File: src/hdl/lrukv_pkg.sv
// ----------------------------------------------------------------------------
// lrukv_pkg
// Shared types and constants for the LRU key/value cache: channel items,
// controller states, and the command/status groups that link the controller
// and the datapath.
// ----------------------------------------------------------------------------
package lrukv_pkg;

    localparam int FIELD_BITS         = 32;
    localparam int DEF_NUM_ENTRIES    = 16;
    localparam int DEF_KEY_BITS       = 32;
    localparam int DEF_VALUE_BITS     = 32;

    typedef struct packed {
        logic [FIELD_BITS-1:0] lookup_key;
        logic [FIELD_BITS-1:0] fill_value;
    } t_req;

    typedef struct packed {
        logic                  hit;
        logic [FIELD_BITS-1:0] value_out;
        logic                  evicted;
    } t_rsp;

    typedef enum logic [1:0] {
        ST_IDLE,
        ST_CMP,
        ST_UPD
    } t_state;

    typedef struct packed {
        logic capture;
        logic lookup;
        logic commit;
    } t_cmd;

    typedef struct packed {
        logic rsp_busy;
    } t_status;

endpackage

File: src/hdl/lrukv_ctrl.sv
// ----------------------------------------------------------------------------
// lrukv_ctrl
// Sequencer for the cache: takes an item, runs the tag compare cycle, then
// the update cycle that commits state and loads the result register.
// ----------------------------------------------------------------------------
module lrukv_ctrl
    import lrukv_pkg::*;
(
    input  logic    i_clk,
    input  logic    i_rst_n,
    input  logic    i_req_valid,
    input  t_status i_status,
    output t_cmd    o_cmd,
    output logic    o_req_stall
);

    t_state r_state;
    t_state n_state;
    logic   ready;

    always_ff @(posedge i_clk) begin
        if (!i_rst_n) begin
            r_state <= ST_IDLE;
        end else begin
            r_state <= n_state;
        end
    end

    always_comb begin
        n_state       = r_state;
        ready         = 1'b0;
        o_cmd.lookup  = 1'b0;
        o_cmd.commit  = 1'b0;
        unique case (r_state)
            ST_IDLE: begin
                ready = 1'b1;
                if (i_req_valid) begin
                    n_state = ST_CMP;
                end
            end
            ST_CMP: begin
                o_cmd.lookup = 1'b1;
                n_state      = ST_UPD;
            end
            ST_UPD: begin
                if (!i_status.rsp_busy) begin
                    o_cmd.commit = 1'b1;
                    ready        = 1'b1;
                    n_state      = i_req_valid ? ST_CMP : ST_IDLE;
                end
            end
            default: begin
                n_state = ST_IDLE;
            end
        endcase
        o_cmd.capture = i_req_valid && ready;
    end

    assign o_req_stall = !ready;

endmodule

File: src/hdl/lrukv_dp.sv
// ----------------------------------------------------------------------------
// lrukv_dp
// Cache datapath: key registers with parallel compare, value memory, valid
// bits, recency ranks, occupancy count and the result register.
// ----------------------------------------------------------------------------
module lrukv_dp
    import lrukv_pkg::*;
#(
    parameter int NUM_ENTRIES = DEF_NUM_ENTRIES,
    parameter int KEY_BITS    = DEF_KEY_BITS,
    parameter int VALUE_BITS  = DEF_VALUE_BITS
) (
    input  logic    i_clk,
    input  logic    i_rst_n,
    input  t_req    i_req,
    input  t_cmd    i_cmd,
    input  logic    i_rsp_stall,
    output t_status o_status,
    output logic    o_rsp_valid,
    output t_rsp    o_rsp
);

    localparam int IDX_W = $clog2(NUM_ENTRIES);
    localparam int OCC_W = $clog2(NUM_ENTRIES + 1);

    logic [KEY_BITS-1:0]   r_key;
    logic [VALUE_BITS-1:0] r_fill;
    logic [KEY_BITS-1:0]   r_keys   [NUM_ENTRIES];
    logic [VALUE_BITS-1:0] r_values [NUM_ENTRIES];
    logic [NUM_ENTRIES-1:0] r_vld;
    logic [IDX_W-1:0]      r_rank   [NUM_ENTRIES];
    logic [OCC_W-1:0]      r_occ;
    logic [VALUE_BITS-1:0] r_rdata;
    logic                  r_hit;
    logic                  r_evict;
    logic [IDX_W-1:0]      r_slot;
    logic [IDX_W-1:0]      r_hit_rank;
    logic                  r_rsp_valid;
    t_rsp                  r_rsp;

    logic [NUM_ENTRIES-1:0] match;
    logic [IDX_W-1:0]       match_idx;
    logic [IDX_W-1:0]       free_idx;
    logic [IDX_W-1:0]       victim_idx;
    logic [IDX_W-1:0]       slot;
    logic                   hit;
    logic                   full;

    // parallel tag compare and slot selection
    always_comb begin
        match_idx  = '0;
        free_idx   = '0;
        victim_idx = '0;
        for (int i = NUM_ENTRIES - 1; i >= 0; i--) begin
            match[i] = r_vld[i] && (r_keys[i] == r_key);
            if (match[i]) begin
                match_idx = IDX_W'(i);
            end
            if (!r_vld[i]) begin
                free_idx = IDX_W'(i);
            end
            // when full the ranks form a permutation, oldest holds the top rank
            if (r_rank[i] == IDX_W'(NUM_ENTRIES - 1)) begin
                victim_idx = IDX_W'(i);
            end
        end
        hit  = |match;
        full = (r_occ == OCC_W'(NUM_ENTRIES));
        if (hit) begin
            slot = match_idx;
        end else if (!full) begin
            slot = free_idx;
        end else begin
            slot = victim_idx;
        end
    end

    always_ff @(posedge i_clk) begin
        if (i_cmd.capture) begin
            r_key  <= KEY_BITS'(i_req.lookup_key);
            r_fill <= VALUE_BITS'(i_req.fill_value);
        end
        if (i_cmd.lookup) begin
            r_hit      <= hit;
            r_evict    <= !hit && full;
            r_slot     <= slot;
            r_hit_rank <= r_rank[match_idx];
        end
    end

    // value memory
    always_ff @(posedge i_clk) begin
        if (i_cmd.lookup) begin
            r_rdata <= r_values[slot];
        end
        if (i_cmd.commit && !r_hit) begin
            r_values[r_slot] <= r_fill;
        end
    end

    always_ff @(posedge i_clk) begin
        if (i_cmd.commit && !r_hit) begin
            r_keys[r_slot] <= r_key;
        end
    end

    always_ff @(posedge i_clk) begin
        if (!i_rst_n) begin
            r_vld <= '0;
            r_occ <= '0;
            for (int i = 0; i < NUM_ENTRIES; i++) begin
                r_rank[i] <= '0;
            end
        end else if (i_cmd.commit) begin
            for (int i = 0; i < NUM_ENTRIES; i++) begin
                if (r_slot == IDX_W'(i)) begin
                    r_rank[i] <= '0;
                end else if (r_vld[i] && (!r_hit || (r_rank[i] < r_hit_rank))) begin
                    r_rank[i] <= r_rank[i] + 1'b1;
                end
            end
            if (!r_hit) begin
                r_vld[r_slot] <= 1'b1;
                if (!r_evict) begin
                    r_occ <= r_occ + 1'b1;
                end
            end
        end
    end

    // result register
    always_ff @(posedge i_clk) begin
        if (!i_rst_n) begin
            r_rsp_valid <= 1'b0;
        end else if (i_cmd.commit) begin
            r_rsp_valid <= 1'b1;
        end else if (!i_rsp_stall) begin
            r_rsp_valid <= 1'b0;
        end
    end

    always_ff @(posedge i_clk) begin
        if (i_cmd.commit) begin
            r_rsp.hit       <= r_hit;
            r_rsp.value_out <= r_hit ? FIELD_BITS'(r_rdata) : FIELD_BITS'(r_fill);
            r_rsp.evicted   <= r_evict;
        end
    end

    assign o_status.rsp_busy = r_rsp_valid && i_rsp_stall;
    assign o_rsp_valid       = r_rsp_valid;
    assign o_rsp             = r_rsp;

endmodule

File: src/hdl/lru_key_value_cache_unit.sv
// ----------------------------------------------------------------------------
// lru_key_value_cache_unit
// Fully associative LRU key/value cache, top level.
// ----------------------------------------------------------------------------
// Each request item gives a key and a fill value and yields one result item:
// a hit returns the stored value and makes the entry most recent; a miss
// stores the key with the fill value as most recent, evicting the least
// recent entry when all entries are in use. An item passes the compare state,
// for the parallel key compare against every entry, then the update state,
// for the rank update and state commit; the next item is accepted in the
// update state while the result register is free. The result register holds
// while the output is stalled; a new item is still taken and waits in its
// update cycle until the register frees.
module lru_key_value_cache_unit
    import lrukv_pkg::*;
#(
    parameter int NUM_ENTRIES = DEF_NUM_ENTRIES,
    parameter int KEY_BITS    = DEF_KEY_BITS,
    parameter int VALUE_BITS  = DEF_VALUE_BITS
) (
    input  logic i_clk,
    input  logic i_rst_n,
    input  logic i_req_valid,
    output logic o_req_stall,
    input  t_req i_req,
    output logic o_rsp_valid,
    input  logic i_rsp_stall,
    output t_rsp o_rsp
);

    t_cmd    cmd;
    t_status status;

    lrukv_ctrl u_ctrl (
        .i_clk       (i_clk),
        .i_rst_n     (i_rst_n),
        .i_req_valid (i_req_valid),
        .i_status    (status),
        .o_cmd       (cmd),
        .o_req_stall (o_req_stall)
    );

    lrukv_dp #(
        .NUM_ENTRIES (NUM_ENTRIES),
        .KEY_BITS    (KEY_BITS),
        .VALUE_BITS  (VALUE_BITS)
    ) u_dp (
        .i_clk       (i_clk),
        .i_rst_n     (i_rst_n),
        .i_req       (i_req),
        .i_cmd       (cmd),
        .i_rsp_stall (i_rsp_stall),
        .o_status    (status),
        .o_rsp_valid (o_rsp_valid),
        .o_rsp       (o_rsp)
    );

`ifndef SYNTH
    a_capture_then_lookup: assert property (@(posedge i_clk) disable iff (!i_rst_n)
        (i_rst_n && cmd.capture) |=> cmd.lookup)
        else $error("captured item not followed by compare cycle");

    a_single_lookup: assert property (@(posedge i_clk) disable iff (!i_rst_n)
        cmd.lookup |=> !cmd.lookup)
        else $error("compare cycle repeated");

    a_commit_loads_rsp: assert property (@(posedge i_clk) disable iff (!i_rst_n)
        (i_rst_n && cmd.commit) |=> o_rsp_valid)
        else $error("commit did not present a result");
`endif

endmodule

File: config.mk
export PLATFORM = sky130hd
export DESIGN_NAME = lru_key_value_cache_unit
export DESIGN_NICKNAME = d
export VERILOG_FILES = /design/src/hdl/lrukv_pkg.sv /design/src/hdl/lrukv_ctrl.sv /design/src/hdl/lrukv_dp.sv /design/src/hdl/lru_key_value_cache_unit.sv
export SDC_FILE = /design/constraint.sdc
export NUM_CORES = 2
export LEC_CHECK = 0
export BUFFER_PORTS_ARGS = -buffer_cell sky130_fd_sc_hd__buf_4
export CORE_UTILIZATION = 65
export CTS_CLUSTER_SIZE = 16
export DETAILED_ROUTE_END_ITERATION = 8
export PLACE_DENSITY = 0.91
export SYNTH_ARGS = -nofsm -noshare
export SYNTH_HDL_FRONTEND = slang
export SYNTH_SLANG_ARGS = --single-unit
File: constraint.sdc
create_clock -name i_clk -period 14.9 [get_ports i_clk]
set_input_delay 0.745 -clock i_clk [delete_from_list [all_inputs] [get_ports i_clk]]
set_output_delay 0.745 -clock i_clk [all_outputs]
set_load 0.02 [all_outputs]
# Word level (Yosys, flattened, before mapping)
# Memory sizes are Yosys's and may differ from the RTL's. A register that Yosys moved wholly into a read port is not among the register bits.
# Cells that the tools add are included.
totals:
  ff_bits: 128
  mem_bits_rw: 1088
  input_bits: 68
  output_inout_bits: 36
  wordCells: 442
  n_memories: 3
classes:
  n_addsub: 17
  n_lt_le_gt_ge: 18
  n_eq_ne: 53
  mux: 242
  bitwise_logic: 35
  reduce_logical: 62
memory_table:
  columns: ["name", "words", "word_bits", "read_ports", "rd_ports_with_merged_regs", "wr", "line", "source"]
  rows:
  - ["u_dp.r_keys", 16, 32, 16, 0, 1, "lrukv_dp.sv:28", "logic [KEY_BITS-1:0] r_keys [NUM_ENTRIES];"]
  - ["u_dp.r_values", 16, 32, 1, 1, 1, "lrukv_dp.sv:29", "logic [VALUE_BITS-1:0] r_values [NUM_ENTRIES];"]
  - ["u_dp.r_rank", 16, 4, 17, 1, 16, "lrukv_dp.sv:31", "logic [IDX_W-1:0] r_rank [NUM_ENTRIES];"]
ops:
  columns: ["cell", "count"]
  rows:
  - ["32-bit equality test", 16]
  - ["4-bit 2-to-1 mux", 82]
  - ["1-bit 2-to-1 mux", 154]
  - ["4-bit equality test (second input constant)", 24]
  - ["4-bit by 1-bit adder with 4-bit output (second input constant)", 16]
  - ["4-bit less-than comparator", 16]
  - ["1-bit logical AND", 37]
  - ["32-bit 2-to-1 mux", 1]
  - ["1-bit OR", 32]
  - ["4-bit by 3-bit equality test with 1-bit output (second input constant)", 4]
  - ["1-bit logical OR", 16]
  - ["16-bit OR", 1]
  - ["16-bit OR reduction", 1]
  - ["4-bit by 2-bit equality test with 1-bit output (second input constant)", 2]
  - ["2-bit one-hot mux with 3 select lines", 1]
  - ["5-bit by 1-bit adder with 5-bit output (second input constant)", 1]
  - ["5-bit equality test (second input constant)", 1]
  - ["4-bit by 5-bit less-than comparator with 1-bit output (second input constant)", 1]
  - ["1-bit demux with 4-bit select", 1]
  - ["4-bit by 1-bit equality test with 1-bit output (second input constant)", 1]
  - ["4-bit by 1-bit greater-or-equal comparator with 1-bit output (second input constant)", 1]
  - ["4-bit logical NOT", 1]
  - ["2-bit 2-to-1 mux", 2]
  - ["2-bit != test (second input constant)", 2]
  - ["9 further kinds", 13]

# Logic depth before layout (Yosys ltp)
# An unclocked memory read counts as a cell.
depth:
  word_depth: 20
  depth_mapped: 16
  depth_no_buf: 13

# Hierarchy
# Synthesis repeated with hierarchy kept, for this count alone.
unflattened:
  hier_cells: 3687
  area_unflattened_um2: 54644.9
modules_own_cells:
  columns: ["mod", "n_inst", "cells_per_inst", "area_per_inst_um2", "seq_area_each_um2"]
  rows:
  - ["lrukv_dp", 1, 3676, 54537.3, 37315.8]
  - ["lrukv_ctrl", 1, 11, 107.6, 40.0]

# Worst setup path after synthesis
# No wires, ideal clock.
synth_path:
  path_kind: "input to register"
  startpoint: "input i_rsp_stall"
  endpoint: "memory u_dp.r_keys[0][0] (netlist bit) (enable)"
  arrival_ns: 5.918
  required_time_ns: 14.333
  setup_slack_ns: 8.415
  cell_stages: 4
  n_path_buf: 1
  cell_sequence: "a21oi_1 clkbuf_1 nand2_1 nor3_1"
synth_via:
  elab_chain_len: 6
synth_rtl:
  columns: ["element", "line", "source"]
  rows:
  - ["from (decl)", "lru_key_value_cache_unit.sv:27", "input logic i_rsp_stall,"]
  - ["1-bit logical AND", "lrukv_dp.sv:150", "assign o_status.rsp_busy = r_rsp_valid && i_rsp_stall;"]
  - ["1-bit 2-to-1 mux", "lrukv_ctrl.sv:46", "if (!i_status.rsp_busy) begin"]
  - ["1-bit 2-to-1 mux", "lrukv_ctrl.sv:34", "unique case (r_state)"]
  - ["1-bit logical AND", "lrukv_dp.sv:102", "if (i_cmd.commit && !r_hit) begin"]
  - ["1-bit 2-to-1 mux", "lrukv_dp.sv:102", null]
  - ["1-bit 2-to-1 mux (not written as such)", "lrukv_dp.sv:103", "r_keys[r_slot] <= r_key;"]
  - ["to (decl)", "lrukv_dp.sv:28", null]
# Every way passes these cells.

# Worst setup path after layout
layout_path:
  startpoint: "register u_dp.r_key[4]"
  endpoint: "register u_dp.r_rdata[8] (read register of u_dp.r_values) (data pin)"
layout_via:
  elab_chain_len: 19
layout_rtl:
  columns: ["element", "line", "source"]
  rows:
  - ["from (decl)", "lrukv_dp.sv:26", "logic [KEY_BITS-1:0] r_key;"]
  - ["from (signal assigned)", "lrukv_dp.sv:80", "r_key <= KEY_BITS'(i_req.lookup_key);"]
  - ["32-bit equality test", "lrukv_dp.sv:55", "match[i] = r_vld[i] && (r_keys[i] == r_key);"]
  - ["1-bit logical AND", "lrukv_dp.sv:55", null]
  - ["4-bit 2-to-1 mux (16 in a row)", "lrukv_dp.sv:56", "if (match[i]) begin"]
  - ["4-bit 2-to-1 mux *", "lrukv_dp.sv:69", "if (hit) begin"]
  - ["to (decl)", "lrukv_dp.sv:33", "logic [VALUE_BITS-1:0] r_rdata;"]
# Mark *: on every way between the ends. The rest lies on a longest branch, timed or not.
# A chain may end at the register's enable or synchronous reset.

==> results.py <==
metrics = {
    "power": {
        "clkPwrFrac_pct": 41.7,
        "netSwitchingFraction_pct": 21.95,
        "ir_drop_mv": 0.1223,
        "p_comb_share_pct": 4.2,
        "cellPowerDensity_mw_per_mm2": 122.6,
        "power_switching_mw": 1.597,
        "intPower_mw": 5.680,
        "pwr-share-seq_pct": 54.1,
        "finalPower_mw": 7.277,
        "power_leakage_nw": 19.30,
    },
    "worst_setup_path": {
        "r2r-end": "u_dp.r_rdata[8]",
        "cp_slowest_cell": "buf_4",
        "worst-setup-path-type": "register to register",
        "startpoint": "u_dp.r_key[4]",
        "critical_path_buf_inv_count": 4,
        "reg2reg_depth": 15,
        "r2r_setup_slack_ns": 7.03,
        "cpPeakStageDelay_ns": 1.01,
        "startpoint_type": "register",
        "end_kind": "register",
        "r2r-start": "u_dp.r_key[4]",
        "required_ns": 15.33,
        "path_common_cell": "buf_4",
        "arrival_ns": 8.30,
        "critical_path_depth": 15,
        "path_max_fanout": 143,
        "critical-path-top-delay-family": "buffers and inverters",
        "worstPathCellList": "buf_4 > xnor2_1 > nand4_1 > nor4b_1 > nand4_1 > and2_2 > o211a_1 > and3_1 > a211oi_4 > buf_4 > buf_12 > buf_4 > mux2i_1 > o22ai_1 > or4_1",
    },
    "detailed_routing": {
        "post_drt_via_cell_ratio": 7.034,
        "ant_nets": 0,
        "wirelength_mm": 141.4,
        "routedWlPerCell_um": 30.07,
        "vias": 33070,
        "dr.pass1.iters": 8,
        "drt_iter0_drc": 4860,
        "drcViolationCount": 0,
    },
    "global_route": {
        "grt_max_degree": 144,
        "grt_pass1_wl_mm": 206.7,
        "grt_pass1_vias": 33140,
        "antenna_found_initial": 1,
        "grt.overflow.total": 0,
        "track_usage_pct": 33.27,
    },
    "clocking": {
        "clk_latency_ns": 0.74,
        "cts_tree": "built",
        "clkSlewWorstSetupHoldPaths_ns": 0.07,
        "htree_num_levels": 3,
        "holdBufCountCts": 0,
        "clk_path_buf_depth": 3,
        "postCtsSetupBuffers": 0,
        "ctsResizeCount": 0,
        "cts-root-buf": "clkbuf_16",
        "cts_made_buffers": 113,
        "clock_sinks": 1252,
    },
    "die": {
        "die_w_um": 289.9,
        "coreArea_mm2": 0.08211,
        "die_h_um": 289.9,
        "initial_core_util_pct": 65.63,
        "ios": 104,
        "rows": 105,
        "dieArea_mm2": 0.08406,
    },
    "timing": {
        "hold_viol": 0,
        "worstMarginPinSlew_ns": 1.514,
        "setup_viol": 0,
        "tns_ns": 0,
        "fmax_ghz": 0.1271,
        "period_minus_slack_ns": 7.869,
        "slew_viol_final": 6,
        "clock-skew-final_ns": 0.05845,
        "maxSlewHeadroom_pct": -1.883,
        "rsz0062_at_grt": "false",
        "post-route-period-util_pct": 52.81,
    },
    "synth": {
        "yosys_warnings": 0,
        "synth_top_area_cell": "edfxtp_1",
        "syn_area_mm2": 0.05389,
        "synth_area_leaders": "edfxtp_1 (68%), xor2_1 (6.4%), mux2i_1 (5.9%), xnor2_1 (2.5%), nor4_1 (1.9%)",
        "synthFlopType": "edfxtp_1",
        "netlist_instances": 3386,
        "syn_nets": 3520,
        "synth_seq_cells": 1252,
        "yosysSeqAreaShare_pct": 69.32,
        "async_reset_ff_share_pct": 0,
        "avgSynthCellArea_um2": 15.92,
        "synth_edf_count": 1228,
        "synth.top_cell.area_share_pct": 68.43,
        "ys_types": 80,
    },
    "layout": {
        "regArea_mm2": 0.03736,
        "drive_gt1_share_pct": 12.61,
        "diodes": 0,
        "stdcell_count": 4701,
        "stdcell_area_mm2": 0.05936,
        "area_growth_pct": 10.16,
        "multiInputGateArea_mm2": 0.01537,
        "nNetsFinal": 3667,
        "fillCellCount": 4359,
    },
    "hold_path": {
        "whs_endpoint": "u_dp.r_fill[19]",
        "hold_class": "input port to register",
        "min_from": "i_req[19]",
        "whs_path_depth": 1,
    },
    "placement": {
        "port_buffers": 103,
        "gp_congestion": 0.9492,
        "postPlaceCellArea_mm2": 0.05548,
        "dp_hpwl_mm": 73.79,
        "dp.cells": 4488,
    },
    "outcome": {
        "status": "finished, violations left",
        "violations": "capacitance limit, slew limit",
    },
    "flow_run": {
        "drv_cap": 1,
    },
}
==> synth_stat cells (all sizes together), types with 6 or more instances <==
| cell | instances |
|---|---|
| edfxtp | 1228 |
| and3 | 30 |
| o211ai | 7 |
| nand2b | 39 |
| mux2i | 317 |
| dfxtp | 24 |
| xnor2 | 152 |
| xor2 | 394 |
| nor3 | 45 |
| a31oi | 7 |
| nand4 | 77 |
| or4 | 40 |
| and2 | 7 |
| inv | 20 |
| a21oi | 38 |
| clkbuf | 22 |
| ha | 66 |
| nor4b | 13 |
| a21o | 6 |
| nor2b | 28 |
| nand2 | 81 |
| nor2 | 76 |
| or2 | 16 |
| nand4b | 20 |
| mux2 | 32 |
| o21ai | 47 |
| nand3 | 60 |
| buf | 123 |
| nor4 | 171 |
| o21a | 17 |
| o22ai | 128 |
==> sequential cells by signal, indices dropped and copies added, names as in the netlist, 2 cells and up <==
register,count
u_dp.r_occ,5
u_dp.o_rsp,34
u_dp.r_hit_rank,4
u_dp.r_rank,64
u_dp.r_rdata,32
u_dp.r_keys,512
u_dp.r_vld,16
u_dp.r_fill,32
u_dp.r_values,512
u_ctrl.r_state,2
u_dp.r_key,32
u_dp.r_slot,4
==> worst max-delay path by stage <==
| stage | endpoint | slack [ns] |
|---|---|---|
| after floorplan | u_dp.r_keys[0][0] | 8.41 |
| after global placement | u_dp.r_rdata[9] | 7.94 |
| after detailed placement | u_dp.r_rdata[8] | 7.66 |
| after CTS | u_dp.r_rdata[8] | 7.45 |
| after global routing | u_dp.r_rdata[8] | 7.11 |
| final | u_dp.r_rdata[8] | 7.03 |
==> cells in the final DEF, fill, tap and decap left out, types with 7 or more instances in the layout <==
| master | synthesis | layout |
|---|---|---|
| clkbuf_16 | 0 | 114 |
| and3_1 | 29 | 29 |
| nor3_1 | 45 | 29 |
| clkinv_2 | 0 | 27 |
| o211ai_1 | 7 | 7 |
| nor2_1 | 73 | 73 |
| bufinv_16 | 0 | 15 |
| nand4b_1 | 20 | 20 |
| mux2_2 | 32 | 32 |
| clkinvlp_4 | 0 | 7 |
| nor4_1 | 164 | 164 |
| nor2b_1 | 28 | 27 |
| or2_2 | 16 | 16 |
| inv_1 | 20 | 20 |
| or4_1 | 39 | 39 |
| dfxtp_1 | 24 | 24 |
| xor2_1 | 394 | 394 |
| clkbuf_1 | 21 | 18 |
| nand4_1 | 77 | 77 |
| nand3_1 | 60 | 60 |
| buf_4 | 33 | 176 |
| nand2b_1 | 37 | 36 |
| edfxtp_1 | 1228 | 1228 |
| mux2i_1 | 317 | 317 |
| clkinv_1 | 0 | 18 |
| o22ai_1 | 128 | 128 |
| nor4b_1 | 13 | 13 |
| o21a_1 | 17 | 17 |
| nor3_2 | 0 | 16 |
| o21ai_0 | 45 | 45 |
| a21oi_1 | 38 | 37 |
| xnor2_1 | 152 | 152 |
| nand2_1 | 77 | 77 |
| ha_1 | 66 | 66 |
| a31oi_1 | 7 | 7 |
==> stage by stage <==
step	hold WS [ns]	setup slack, ns	util (%)
finish	0.1796	7.031	72.30
floorplan	0.4276	8.415	-
global route	0.1627	7.105	72.30
detailed placement	0.4907	7.658	67.57
CTS	0.1603	7.454	72.30
global placement	0.4794	7.939	67.57
==> logic make-up after synthesis <==
| kind of cell | after synthesis | share of synthesized area, % |
|---|---|---|
| adder cells (fa/ha/maj) | 66 | 1.532 |
| AND/OR/NAND/NOR | 728 | 8.008 |
| multiplexers | 349 | 6.557 |
| AO/OA/AOI/OAI | 280 | 3.329 |
| buffers and inverters | 165 | 2.380 |
| XOR/XNOR | 546 | 8.874 |
| flip-flops | 1252 | 69.32 |
==> metal layers <==
layer | GRT usage [%] | vias to the layer above | wire length, µm
li1 | - | 13380 | -
met1 | 42.49 | 16020 | 47760
met2 | 53.65 | 3027 | 66960
met3 | 6.304 | 636 | 17780
met4 | 19.59 | 2 | 8869
met5 | 0 | - | 13
==> power groups by stage <==
stage	clock network [mW]	logic [mW]	registers, mW
floorplan	0	0.174	4.01
global placement	0	0.274	4.01
detailed placement	0	0.283	4.01
CTS	3.03	0.292	3.94
global route	3.16	0.315	3.94
finish	3.04	0.302	3.94
==> worst register-to-register path: cells and delay by family (launching register included) <==
family / cells / cell delay (ns)
buffers and inverters: 4 / 2.97
AND/OR/NAND/NOR: 6 / 2.73
XOR/XNOR: 1 / 0.56
flip-flops: 1 / 0.37
AO/OA/AOI/OAI: 3 / 0.51
multiplexers: 1 / 0.42
==> layout make-up <==
type,instances,area share (%)
Clock buffer,134,4.966
Multi-Input combinational cell,1969,25.89
Sequential cell,1252,62.93
Clock inverter,79,1.577
Timing Repair Buffer,177,2.259
Tap cell,1070,2.255
Inverter,20,0.1265
Power figures use the tool's default switching activity.
